## src/rtl/mfmenc_pkg.sv

```systemverilog
// shared types, constants and the mfm cell encoder for the block data to flux cell converter
package mfmenc_pkg;

  // budget width of the cell counter, capped by the 24-bit budget field
  localparam int BUDGET_BITS = 24;
  localparam int CELLS_W     = (BUDGET_BITS < 24) ? BUDGET_BITS : 24;
  // width of the cells needed by one element: parameter times 16, or times 8 for raw
  localparam int NEED_W      = 36;

  // op queue between front and back, depth is a power of two
  localparam int QUEUE_DEPTH = 4;
  localparam int QPTR_W      = $clog2(QUEUE_DEPTH);

  // commands
  localparam logic CMD_START = 1'b0;
  localparam logic CMD_BYTE  = 1'b1;

  // element codes
  localparam logic [4:0] EL_END  = 5'd0;
  localparam logic [4:0] EL_RAW  = 5'd1;
  localparam logic [4:0] EL_DATA = 5'd2;
  localparam logic [4:0] EL_GAP  = 5'd3;
  localparam logic [4:0] EL_WEAK = 5'd5;

  // result kinds
  localparam logic [1:0] KIND_WORD = 2'd0;
  localparam logic [1:0] KIND_WEAK = 2'd1;
  localparam logic [1:0] KIND_OK   = 2'd2;
  localparam logic [1:0] KIND_ERR  = 2'd3;

  localparam logic [4:0] RAW_CELLS = 5'd8;
  localparam logic [4:0] MFM_CELLS = 5'd16;

  typedef enum logic [1:0] {
    PH_IDLE,
    PH_HEADER,
    PH_PARAM,
    PH_PAYLOAD
  } phase_t;

  typedef enum logic [2:0] {
    OP_RAW,
    OP_MFM,
    OP_WEAK,
    OP_OK,
    OP_ERR
  } op_code_t;

  typedef struct packed {
    logic        command;
    logic [23:0] cell_budget;
    logic [7:0]  data_byte;
    logic        final_byte;
  } desc_item_t;

  typedef struct packed {
    logic [1:0]  kind;
    logic [15:0] cell_bits;
    logic [4:0]  cell_count;
    logic [23:0] weak_cells;
  } flux_item_t;

  // work for the back end: one op per result item
  typedef struct packed {
    op_code_t           code;
    logic               fail;
    logic [7:0]         data;
    logic [CELLS_W-1:0] weak_len;
  } op_t;

  // mfm: clock cell set only when previous and current data bits are both clear
  function automatic logic [15:0] mfm_encode(input logic [7:0] b, input logic ctx);
    logic [15:0] w;
    logic        prev;
    w    = '0;
    prev = ctx;
    for (int i = 7; i >= 0; i--) begin
      w[2*i+1] = ~(prev | b[i]);
      w[2*i]   = b[i];
      prev     = b[i];
    end
    return w;
  endfunction

endpackage

```

## src/rtl/mfmenc_front.sv

```systemverilog
// front end: descriptor parser, budget accounting and op generation
module mfmenc_front (
  input  logic                 clk,
  input  logic                 rst,
  input  logic                 desc_valid,
  input  logic                 desc_stall,
  input  mfmenc_pkg::desc_item_t desc_data,
  output logic                 push,
  output mfmenc_pkg::op_t      push_op
);
  import mfmenc_pkg::*;

  phase_t             phase, phase_next;
  logic [4:0]         element_code, element_code_next;
  logic [2:0]         param_bytes_left, param_bytes_left_next;
  logic [31:0]        param_value, param_value_next;
  logic [31:0]        payload_bytes_left, payload_bytes_left_next;
  logic [CELLS_W-1:0] cells_left, cells_left_next;

  logic               accept;
  logic               finish;
  logic [4:0]         code_f;
  logic [31:0]        param_f;
  logic [31:0]        param_shift;
  logic [NEED_W-1:0]  need;
  logic [NEED_W:0]    diff;
  logic               over;

  assign accept = desc_valid && !desc_stall;

  // parameter with the incoming byte shifted in
  assign param_shift = {param_value[23:0], desc_data.data_byte};

  // element being finished: from a header alone or the last parameter byte
  always_comb begin
    if (phase == PH_HEADER) begin
      code_f  = desc_data.data_byte[4:0];
      param_f = '0;
    end else begin
      code_f  = element_code;
      param_f = param_shift;
    end
  end

  // budget check without wrap
  assign need = (code_f == EL_RAW) ? {1'b0, param_f, 3'b000} : {param_f, 4'b0000};
  assign diff = {{(NEED_W + 1 - CELLS_W){1'b0}}, cells_left} - {1'b0, need};
  assign over = diff[NEED_W];

  // next state and op
  always_comb begin
    phase_next              = phase;
    element_code_next       = element_code;
    param_bytes_left_next   = param_bytes_left;
    param_value_next        = param_value;
    payload_bytes_left_next = payload_bytes_left;
    cells_left_next         = cells_left;
    finish                  = 1'b0;
    push                    = 1'b0;
    push_op                 = '{code: OP_ERR, fail: 1'b0, data: desc_data.data_byte,
                                weak_len: '0};

    if (accept) begin
      if (desc_data.command == CMD_START) begin
        cells_left_next         = desc_data.cell_budget[CELLS_W-1:0];
        phase_next              = PH_HEADER;
        element_code_next       = EL_END;
        param_bytes_left_next   = '0;
        param_value_next        = '0;
        payload_bytes_left_next = '0;
      end else if (phase != PH_IDLE) begin
        unique case (phase)
          PH_HEADER: begin
            element_code_next     = desc_data.data_byte[4:0];
            param_bytes_left_next = desc_data.data_byte[7:5];
            param_value_next      = '0;
            if (code_f != EL_END && code_f != EL_RAW && code_f != EL_DATA &&
                code_f != EL_GAP && code_f != EL_WEAK) begin
              phase_next   = PH_IDLE;
              push         = 1'b1;
              push_op.code = OP_ERR;
            end else if (desc_data.data_byte[7:5] == 3'd0) begin
              finish = 1'b1;
            end else begin
              phase_next = PH_PARAM;
            end
          end
          PH_PARAM: begin
            param_value_next      = param_shift;
            param_bytes_left_next = param_bytes_left - 3'd1;
            if (param_bytes_left == 3'd1) begin
              finish = 1'b1;
            end
          end
          PH_PAYLOAD: begin
            push                    = 1'b1;
            push_op.code            = (element_code == EL_RAW) ? OP_RAW : OP_MFM;
            payload_bytes_left_next = payload_bytes_left - 32'd1;
            if (payload_bytes_left == 32'd1) begin
              phase_next = PH_HEADER;
            end
          end
          default: begin
            phase_next = PH_IDLE;
          end
        endcase

        // element complete: act on code and parameter
        if (finish) begin
          if (code_f == EL_END) begin
            phase_next   = PH_IDLE;
            push         = 1'b1;
            push_op.code = (cells_left == '0) ? OP_OK : OP_ERR;
          end else if (over) begin
            phase_next   = PH_IDLE;
            push         = 1'b1;
            push_op.code = OP_ERR;
          end else if (code_f == EL_WEAK) begin
            cells_left_next  = diff[CELLS_W-1:0];
            phase_next       = PH_HEADER;
            push             = 1'b1;
            push_op.code     = OP_WEAK;
            push_op.weak_len = need[CELLS_W-1:0];
          end else begin
            cells_left_next         = diff[CELLS_W-1:0];
            payload_bytes_left_next = param_f;
            phase_next              = (param_f != '0) ? PH_PAYLOAD : PH_HEADER;
          end
        end

        // stream ended with the block still open
        if (desc_data.final_byte && phase_next != PH_IDLE) begin
          phase_next   = PH_IDLE;
          push_op.fail = 1'b1;
          if (!push) begin
            push_op.code = OP_ERR;
          end
          push = 1'b1;
        end
      end
    end
  end

  // state registers
  always_ff @(posedge clk) begin
    if (rst) begin
      phase              <= PH_IDLE;
      element_code       <= '0;
      param_bytes_left   <= '0;
      param_value        <= '0;
      payload_bytes_left <= '0;
      cells_left         <= '0;
    end else begin
      phase              <= phase_next;
      element_code       <= element_code_next;
      param_bytes_left   <= param_bytes_left_next;
      param_value        <= param_value_next;
      payload_bytes_left <= payload_bytes_left_next;
      cells_left         <= cells_left_next;
    end
  end

  // a failed op always closes the block
  a_fail_closes: assert property (@(posedge clk) disable iff (rst)
    push && push_op.fail |=> phase == PH_IDLE)
    else $error("fail op left block open");

  // payload bytes only emit words
  a_payload_word: assert property (@(posedge clk) disable iff (rst)
    accept && desc_data.command == CMD_BYTE && phase == PH_PAYLOAD |->
      push && (push_op.code == OP_RAW || push_op.code == OP_MFM))
    else $error("payload byte without word op");

endmodule

```

## src/rtl/mfmenc_queue.sv

```systemverilog
// short op queue between the parser and the cell generator
module mfmenc_queue (
  input  logic            clk,
  input  logic            rst,
  input  logic            push,
  input  mfmenc_pkg::op_t push_op,
  output logic            full,
  input  logic            pop,
  output mfmenc_pkg::op_t head,
  output logic            empty
);
  import mfmenc_pkg::*;

  op_t               slots [QUEUE_DEPTH];
  logic [QPTR_W-1:0] wr_ptr;
  logic [QPTR_W-1:0] rd_ptr;
  logic [QPTR_W:0]   count;
  logic              do_push;
  logic              do_pop;

  assign full    = (count == QUEUE_DEPTH[QPTR_W:0]);
  assign empty   = (count == '0);
  assign do_push = push && !full;
  assign do_pop  = pop && !empty;
  assign head    = slots[rd_ptr];

  // pointers and fill count
  always_ff @(posedge clk) begin
    if (rst) begin
      wr_ptr <= '0;
      rd_ptr <= '0;
      count  <= '0;
    end else begin
      if (do_push) begin
        wr_ptr <= wr_ptr + 1'b1;
      end
      if (do_pop) begin
        rd_ptr <= rd_ptr + 1'b1;
      end
      count <= count + {{QPTR_W{1'b0}}, do_push} - {{QPTR_W{1'b0}}, do_pop};
    end
  end

  // storage
  always_ff @(posedge clk) begin
    if (do_push) begin
      slots[wr_ptr] <= push_op;
    end
  end

  a_no_overflow: assert property (@(posedge clk) disable iff (rst)
    push |-> !full)
    else $error("op pushed into full queue");

  a_count_range: assert property (@(posedge clk) disable iff (rst)
    count <= QUEUE_DEPTH[QPTR_W:0])
    else $error("queue count out of range");

endmodule

```

## src/rtl/mfmenc_back.sv

```systemverilog
// back end: turns ops into cell words and status items, holds the mfm context
module mfmenc_back (
  input  logic                   clk,
  input  logic                   rst,
  input  mfmenc_pkg::op_t        head,
  input  logic                   empty,
  output logic                   pop,
  output logic                   flux_valid,
  input  logic                   flux_stall,
  output mfmenc_pkg::flux_item_t flux_data
);
  import mfmenc_pkg::*;

  logic       mfm_context, mfm_context_next;
  flux_item_t result;

  // take the next op when the output register is free or being taken
  assign pop = !empty && (!flux_valid || !flux_stall);

  // result and context update for the head op
  always_comb begin
    result           = '{kind: KIND_ERR, cell_bits: '0, cell_count: '0, weak_cells: '0};
    mfm_context_next = mfm_context;
    unique case (head.code)
      OP_RAW: begin
        result.kind       = KIND_WORD;
        result.cell_bits  = {head.data, 8'h00};
        result.cell_count = RAW_CELLS;
        mfm_context_next  = head.data[0];
      end
      OP_MFM: begin
        result.kind       = KIND_WORD;
        result.cell_bits  = mfm_encode(head.data, mfm_context);
        result.cell_count = MFM_CELLS;
        mfm_context_next  = head.data[0];
      end
      OP_WEAK: begin
        result.kind       = KIND_WEAK;
        result.weak_cells = {{(24 - CELLS_W){1'b0}}, head.weak_len};
        mfm_context_next  = 1'b0;
      end
      OP_OK: begin
        result.kind = KIND_OK;
      end
      OP_ERR: begin
        result.kind = KIND_ERR;
      end
      default: begin
        result.kind = KIND_ERR;
      end
    endcase
    // stream end overrides the result, context still advances
    if (head.fail) begin
      result = '{kind: KIND_ERR, cell_bits: '0, cell_count: '0, weak_cells: '0};
    end
  end

  // context and output valid
  always_ff @(posedge clk) begin
    if (rst) begin
      mfm_context <= 1'b0;
      flux_valid  <= 1'b0;
    end else begin
      if (pop) begin
        mfm_context <= mfm_context_next;
        flux_valid  <= 1'b1;
      end else if (!flux_stall) begin
        flux_valid  <= 1'b0;
      end
    end
  end

  // output payload
  always_ff @(posedge clk) begin
    if (pop) begin
      flux_data <= result;
    end
  end

  a_count_kind: assert property (@(posedge clk) disable iff (rst)
    flux_valid |-> (flux_data.kind == KIND_WORD) == (flux_data.cell_count != 5'd0))
    else $error("cell count does not match kind");

  a_weak_clears: assert property (@(posedge clk) disable iff (rst)
    pop && head.code == OP_WEAK |=> !mfm_context)
    else $error("weak run left mfm context set");

endmodule

```

## src/rtl/block_data_stream_to_mfm_cells.sv

```systemverilog
// top level: block data descriptor stream to raw, mfm and weak flux cells
//
//   channel | dir | handshake               | payload
//   desc    | in  | desc_valid / desc_stall | desc_data (desc_item_t)
//   flux    | out | flux_valid / flux_stall | flux_data (flux_item_t)
//
// one item per cycle in while desc_stall is low, one result per cycle out while
// flux_stall is low and the queue holds an op; each item gives at most one result
// a result is written to the op queue, then to the output register when that is free
// rst is synchronous and clears the parser, the op queue and the mfm context
// desc_stall rises only when the four-entry op queue is full
// flux_stall holds the output register; the queue absorbs items meanwhile
module block_data_stream_to_mfm_cells (
  input  logic                   clk,
  input  logic                   rst,
  input  logic                   desc_valid,
  output logic                   desc_stall,
  input  mfmenc_pkg::desc_item_t desc_data,
  output logic                   flux_valid,
  input  logic                   flux_stall,
  output mfmenc_pkg::flux_item_t flux_data
);
  import mfmenc_pkg::*;

  logic q_push;
  op_t  q_push_op;
  logic q_full;
  logic q_pop;
  op_t  q_head;
  logic q_empty;

  assign desc_stall = q_full;

  // parser and budget
  mfmenc_front u_front (
    .clk        (clk),
    .rst        (rst),
    .desc_valid (desc_valid),
    .desc_stall (desc_stall),
    .desc_data  (desc_data),
    .push       (q_push),
    .push_op    (q_push_op)
  );

  // op queue
  mfmenc_queue u_queue (
    .clk     (clk),
    .rst     (rst),
    .push    (q_push),
    .push_op (q_push_op),
    .full    (q_full),
    .pop     (q_pop),
    .head    (q_head),
    .empty   (q_empty)
  );

  // cell generator
  mfmenc_back u_back (
    .clk        (clk),
    .rst        (rst),
    .head       (q_head),
    .empty      (q_empty),
    .pop        (q_pop),
    .flux_valid (flux_valid),
    .flux_stall (flux_stall),
    .flux_data  (flux_data)
  );

endmodule

```

## config.mk

```make
export PLATFORM = sky130hd
export DESIGN_NAME = block_data_stream_to_mfm_cells
export DESIGN_NICKNAME = d
export VERILOG_FILES = /design/src/rtl/mfmenc_pkg.sv /design/src/rtl/mfmenc_front.sv /design/src/rtl/mfmenc_queue.sv /design/src/rtl/mfmenc_back.sv /design/src/rtl/block_data_stream_to_mfm_cells.sv
export SDC_FILE = /design/constraint.sdc
export NUM_CORES = 1
export LEC_CHECK = 0
export BUFFER_PORTS_ARGS = -buffer_cell sky130_fd_sc_hd__buf_2
export CAP_MARGIN = 20
export CORE_AREA = 2 2 166 168
export DETAILED_ROUTE_END_ITERATION = 8
export DIE_AREA = 0 0 168 170
export PLACE_DENSITY = 0.69
export SLEW_MARGIN = 20
export SYNTH_ARGS = -nofsm -noshare
export SYNTH_HDL_FRONTEND = slang
export SYNTH_SLANG_ARGS = --single-unit
export TNS_END_PERCENT = 30
```

## constraint.sdc

```tcl
create_clock -name clk -period 8.7 [get_ports clk]
set_input_delay 1.305 -clock clk [delete_from_list [all_inputs] [get_ports clk]]
set_output_delay 1.305 -clock clk [all_outputs]
set_load 0.1 [all_outputs]
```

### Yosys cells after proc, flatten, opt, wreduce, memory -nomap -nowiden

Memory sizes are Yosys's and may differ from the RTL's. A register that Yosys moved wholly into a read port is not among the register bits.
Cells that the tools add are included.

* add/sub/neg operators: 7
* eq/ne operators: 22
* multiplexer cells: 86
* bitwise operators: 17
* reductions and logical operators: 30

Operators by type and width (count)
* 24-bit 2-to-1 mux: 14
* 32-bit 2-to-1 mux: 8
* 24-bit case mux with 2 select lines: 1
* 21-bit case mux with 2 select lines: 1
* 24-bit by 36-bit subtractor with 37-bit output: 1
* 36-bit 2-to-1 mux: 1
* 32-bit by 1-bit equality test with 1-bit output, second input constant: 1
* 2-bit 2-to-1 mux: 16
* 32-bit nonzero test: 1
* 32-bit by 1-bit subtractor with 32-bit output, second input constant: 1
* 3-bit 2-to-1 mux: 9
* 24-bit zero test: 1
* 1-bit 2-to-1 mux: 23
* 4-bit 2-to-1 mux: 4
* 5-bit 2-to-1 mux: 3
* 2-bit case mux with 3 select lines: 2
* 5-bit by 1-bit equality test with 1-bit output, second input constant: 2
* 5-bit by 2-bit != test with 1-bit output, second input constant: 2
* 1-bit logical AND: 9
* 3-bit zero test: 3
* 1-bit NOT: 9
* 1-bit OR: 8
* 3-bit by 1-bit equality test with 1-bit output, second input constant: 2
* 3-bit by 2-bit equality test with 1-bit output, second input constant: 2
* 24 further kinds: 38

* register bits after elaboration: 146
* memory bits (writable): 144
* bits of input ports: 38
* output and inout bits: 49
* logic and storage cells: 178
* memories: 1

Memories
* u_queue.slots: depth 4, width 36, read ports 1, clocked after memory_dff 1, wr ports 1, RTL line mfmenc_queue.sv:14 `op_t slots [QUEUE_DEPTH];`

### Depth between registers and ports, before layout

* word-level depth: 25
* depth in mapped cells: 25
* mapped depth without buffers: 22

### Cells and area by module

Synthesis repeated with hierarchy kept, for this count alone.

* cells, all modules: 1151
* area total of the unflattened synthesis: 13857.0 µm²

By module, submodules not included
* mfmenc_front: times used 1, cells each 797, area each 6282.3 µm², sequential area each 1801.7 µm²
* mfmenc_queue: times used 1, cells each 239, area each 5716.7 µm², sequential area each 4504.3 µm²
* mfmenc_back: times used 1, cells each 115, area each 1858.0 µm², sequential area each 1361.3 µm²

### Worst setup path before layout

Ideal clock, no wire load.

* kind: input to register
* start: input port desc_data[3] (netlist bit)
* end: memory u_queue.slots[0][10] (netlist bit), enable pin
* setup time: 0.393 ns
* data arrival time: 5.515 ns
* required time: 8.307 ns
* slack: 2.792 ns
* cell stages on the path: 17
* path buffers: 3
* cells stage by stage: clkbuf_1 -> nor3b_1 -> o221ai_1 -> clkbuf_1 -> mux2_2 -> nand2_1 -> ha_1 -> o21a_1 -> o311a_1 -> o21ai_0 -> a2111oi_0 -> o2111ai_2 -> a31oi_1 -> and2_4 -> or2_1 -> buf_6 -> and2_1

* cells in the longest elaborated chain, start to end: 24
* elaborated cells on any way between the ends: 50
* those cells by class: 1 x add/sub; 6 x eq/ne; 33 x mux; 10 x reduce/logical

Ends and longest elaborated chain
* from (decl): RTL line block_data_stream_to_mfm_cells.sv:18 `input mfmenc_pkg::desc_item_t desc_data,`
* branches (longest 17 deep; another with 24-bit by 36-bit subtractor with 37-bit output)
* 1-bit 2-to-1 mux *: RTL line mfmenc_front.sv:132 `if (desc_data.final_byte && phase_next != PH_IDLE) begin`
* 1-bit 2-to-1 mux *: RTL line mfmenc_front.sv:71 `end else if (phase != PH_IDLE) begin`
* 1-bit 2-to-1 mux *: RTL line mfmenc_front.sv:64 `if (desc_data.command == CMD_START) begin`
* 1-bit 2-to-1 mux *: RTL line mfmenc_front.sv:63 `if (accept) begin`
* 1-bit logical AND *: RTL line mfmenc_queue.sv:23 `assign do_push = push && !full;`
* net u_queue.do_push: RTL line mfmenc_queue.sv:18 `logic do_push;`
* 1-bit 2-to-1 mux *: RTL line mfmenc_queue.sv:46 `if (do_push) begin`
* 1-bit 2-to-1 mux (not written as such) *: RTL line mfmenc_queue.sv:47 `slots[wr_ptr] <= push_op;`
* to (decl): RTL line mfmenc_queue.sv:14

Mark *: on every way through the listed nets, which the timed path passes. The select of a mux whose other input is x is not followed.

### Final worst setup path

* start: register u_front.phase[1]
* end: register u_queue.count[2]

* cells in the longest elaborated chain, start to end: 25
* elaborated cells on any way between the ends: 56
* those cells by class: 3 x add/sub; 9 x eq/ne; 33 x mux; 11 x reduce/logical

Ends and longest elaborated chain
* from (decl): RTL line mfmenc_front.sv:13 `phase_t phase, phase_next;`
* from (signal assigned): RTL line mfmenc_front.sv:154 `phase <= phase_next;`
* branches (longest 19 deep; another with 24-bit by 36-bit subtractor with 37-bit output)
* 1-bit 2-to-1 mux *: RTL line mfmenc_front.sv:71
* 1-bit 2-to-1 mux *: RTL line mfmenc_front.sv:64
* 1-bit 2-to-1 mux *: RTL line mfmenc_front.sv:63
* 1-bit logical AND *: RTL line mfmenc_queue.sv:23
* 3-bit by 1-bit adder with 3-bit output *: RTL line mfmenc_queue.sv:40 `count <= count + {{QPTR_W{1'b0}}, do_push} - {{QPTR_W{1'b0}}, do_pop};`
* 3-bit by 1-bit subtractor with 3-bit output *: RTL line mfmenc_queue.sv:40
* to (signal assigned): RTL line mfmenc_queue.sv:40
* to (decl): RTL line mfmenc_queue.sv:17 `logic [QPTR_W:0] count;`

Every way passes the cells marked *. The select of a mux whose other input is x is not followed.
A chain may end at the register's enable or synchronous reset.

==> results.md <==
* Status: completed
* Via total after detailed routing at 9618
* Synth unique cells at 73
* Core ar. at 0.02665 mm²
* Hold Path End: u_front.param_value[21]
* TritonCTS clock tree: built
* Worst slew pin tran at 1.009 ns
* Slew Limit Fails at 0
* Cts hold-fix bufs at 0
* TritonCTS Buffers at 28
* WL/cell at 19.41 µm
* Clock Sinks at 274
* Largest net degree at the start of global routing at 82
* Number of levels in the clock H-tree at 1
* Synthesis-stage register bit count at 274
* Area of the multi-input gates at 0.005622 mm²
* WHS Path Cells at 2
* Startpoint types: flip-flop
* Final Hold Viols at 0
* Setup CP Type: reg -> reg
* Worst reg2reg path startpoint: u_front.phase[1]
* Synth-to-Final Area Change at 11.63%
* Worst Min Path Start: u_front.param_value[21]
* Reg area at 0.007218 mm²
* Synth Area per Inst at 11.11 µm²
* Std-Cell Rows at 60
* Synth Area in Adders at 3.705%
* Hold/Removal Path Class: reg -> reg
* Async set or reset register ratio after synthesis at 0%
* Complex-gate fraction of the synthesized area at 12.44%
* Starting density of the core at 49.67%
* Fin area at 0.01478 mm²
* Register area share after synthesis at 54.52%
* Mux contribution to synthesized area at 9.197%
* Ys Warns at 0
* Routed Antenna Nets at 0
* Global-route wire length before repair at 49670 µm
* Clk_skew at 0.02093 ns
* Finished Layout Cells at 1614
* Total wire length at 31320 µm
* Vias per std cell at 5.959
* Nets at 1327
* Chip width at 168 µm
* Gates resized, CTS repair at 0
* R2r worst-path depth at 21
* Clock transition at path regs at 0.06 ns
* Diode count at 0
* Synth Instances at 1191
* Grt ovf at 0
* Post-synth EDFFs at 173
* Root Driver: clkbuf_16
* P_leak at 5.304 nW
* Post-route DRC at 0
* Buffers on Ports at 80
* Cell Area, Placed at 0.01391 mm²
* Slew margin rel. at 32.30%
* Yosys top cell by area: edfxtp_1
* Reg-to-Reg End: u_queue.count[2]
* FF-to-FF setup slack at 2.60 ns
* CP Max Fanout at 19
* Clock insertion delay at the later pin of the skew report at 0.55 ns
* Final setup fails at 0
* Max rail drop VDD at 0.0001562 V
* Starting DRT DRC Count at 1027
* Post-route setup TNS at 0 ns
* CP Data Required Time at 9.10 ns
* Crit end category: flip-flop
* Synth Cell Area at 0.01324 mm²
* Total GRT Usage at 21.89%
* Synth top area cells: edfxtp_1 (39%), dfxtp_1 (15%), mux4_2 (5.4%)
* Synth Area in XOR/XNOR at 1.654%
* HPWL Detailed at 20490 µm
* Clock Path Buffers at 3
* Pwr dens at 288.4 mW/mm²
* Largest family of logic cells by synthesized area: simple AND/OR/NAND/NOR gates
* Crit path DAT at 6.50 ns
* Share of cells above drive strength 1 at 16.34%
* Final min period at 6.105 ns
* Fin crit share at 70.17%
* MaxCap Viol Count at 0
* RePlAce Congestion at 0.8869
* Initial antenna violation count at 0
* Number of global-route vias before repair at 9192
* Die Height at 170 µm
* Post-Place Cells at 1562
* Num ports at 87
* First-pass DRT Iterations at 5
* Max frequency at 163.8 MHz
* Die area at 0.02856 mm²
* Top-area cell type share of the netlist area at 39.24%
* RSZ-0062 raised after global routing: false
* # fillers at 2247
* Synth Area in Simple Gates at 15.03%
* Top_reg_cell synth: edfxtp_1
* Post CTS Setup Buffer Count at 0
## routing by layer
metal	wire, µm	up-vias	track usage, %
li1	-	4553	-
met1	13900	4706	29.78
met2	14930	303	36.44
met3	1795	56	3.302
met4	702	0	6.805
met5	0	-	0
## cell usage after synthesis (3+ instances only)
cell       count
o211ai_1       6
a32oi_1        6
a211oi_1      27
or2_2          8
mux2_2        17
edfxtp_1     173
o2bb2ai_1      5
inv_1         33
nand4_1        7
a41oi_1        8
buf_1          6
nand3_1       35
nor3b_1        6
a21o_1         8
a21oi_1       87
mux2i_1       29
xnor2_1       14
nor2b_1       26
nor4_1        21
a22oi_1        9
ha_1          36
nand2_1      108
dfxtp_1      101
o21bai_1       6
o31ai_1        4
and2_1        12
nand2b_1      14
nor2_1       109
nor3_1        28
xor2_1        11
o21a_1         7
o22ai_1        6
nand3b_1       3
o21ai_0       43
buf_4          8
buf_2          9
and4_1         7
o2111ai_1      3
a31oi_1       14
and3_1         4
mux4_2        32
or3_1          7
clkbuf_1      51
## how the worst max path moves through the flow
stage	start	to	slack (ns)	cells after the start
floorplan	desc_data[3]	u_queue.slots[0][10]	2.79	17
global placement	desc_data[3]	u_queue.count[2]	2.30	20
detailed placement	desc_data[3]	u_queue.count[2]	2.17	20
CTS	u_front.phase[1]	u_queue.count[2]	2.59	21
global route	u_front.phase[1]	u_queue.count[2]	2.10	21
finish	u_front.phase[1]	u_queue.count[2]	2.60	21
## logic make-up after synthesis
| kind of cell | after synthesis |
|---|---|
| buffers and inverters | 108 |
| multiplexers | 79 |
| other | 1 |
| adder cells (fa/ha/maj) | 38 |
| AO/OA/AOI/OAI | 259 |
| XOR/XNOR | 25 |
| flip-flops | 274 |
| AND/OR/NAND/NOR | 407 |
## critical path: stages (launching register included)
cell and delay, ns:
dfxtp_1 0.36, inv_1 0.12, ha_1 0.65, nor3_1 0.16, o221ai_2 0.67, mux2_2 0.41, nand2_1 0.14, ha_1 0.24
nor2b_1 0.15, o311a_1 0.30, o21ai_0 0.39, a2111oi_0 0.27, or2_2 0.39, a31o_2 0.27, a21oi_1 0.15, or2_1 0.27
ha_1 0.19, inv_1 0.05, fa_1 0.39, xor2_1 0.18, xnor2_1 0.15, nor2_1 0.05
## metrics by stage
step | setup slack [ns] | hold slack [ns] | power [W] | util, %
floorplan | 2.792 | 0.4239 | 0.002914 | -
global placement | 2.301 | 0.4392 | 0.003145 | 52.18
detailed placement | 2.172 | 0.4474 | 0.003160 | 52.18
CTS | 2.587 | 0.4577 | 0.004287 | 55.43
global route | 2.101 | 0.4699 | 0.004442 | 55.45
finish | 2.595 | 0.4537 | 0.004262 | 55.45
## flip-flops by register name (all words and copies together) (netlist names), named ones only
name,cells
u_front.phase,2
u_front.payload_bytes_left,32
u_front.cells_left,24
u_queue.slots,132
u_queue.wr_ptr,2
u_queue.rd_ptr,2
u_back.mfm_context,1
u_queue.count,3
u_front.param_value,24
u_back.flux_data,41
u_front.param_bytes_left,3
u_back.flux_valid,1
u_front.element_code,5
## cells in the final DEF, fill, tap and decap left out, types with 27 or more instances in the layout
| master | netlist | final |
|---|---|---|
| clkbuf_16 | 0 | 28 |
| nor2_1 | 109 | 108 |
| nand3_1 | 35 | 35 |
| a21oi_1 | 87 | 86 |
| nor3_1 | 28 | 28 |
| o21ai_0 | 43 | 43 |
| mux2i_1 | 29 | 29 |
| edfxtp_1 | 173 | 173 |
| ha_1 | 36 | 36 |
| a211oi_1 | 27 | 27 |
| mux4_2 | 32 | 32 |
| dfxtp_1 | 101 | 100 |
| nand2_1 | 108 | 108 |
| inv_1 | 33 | 33 |
| buf_2 | 9 | 80 |
## final cells by class
type	count	share of cell area, %
Tap cell	341	2.887
Clock buffer	38	5.131
Clock inverter	14	0.7282
Multi-Input combinational cell	818	38.04
Inverter	33	0.8383
Timing Repair Buffer	96	3.522
Sequential cell	274	48.85
## power by group
part	leakage, nW	total (W)	switching [W]	internal (W)
clock network	0.422	0.00113	0.000490	0.000640
registers	2.42	0.00158	0.0000469	0.00154
logic	2.47	0.00155	0.00118	0.000368
total	5.30	0.00426	0.00172	0.00255
(Power assumes the default switching activity.)
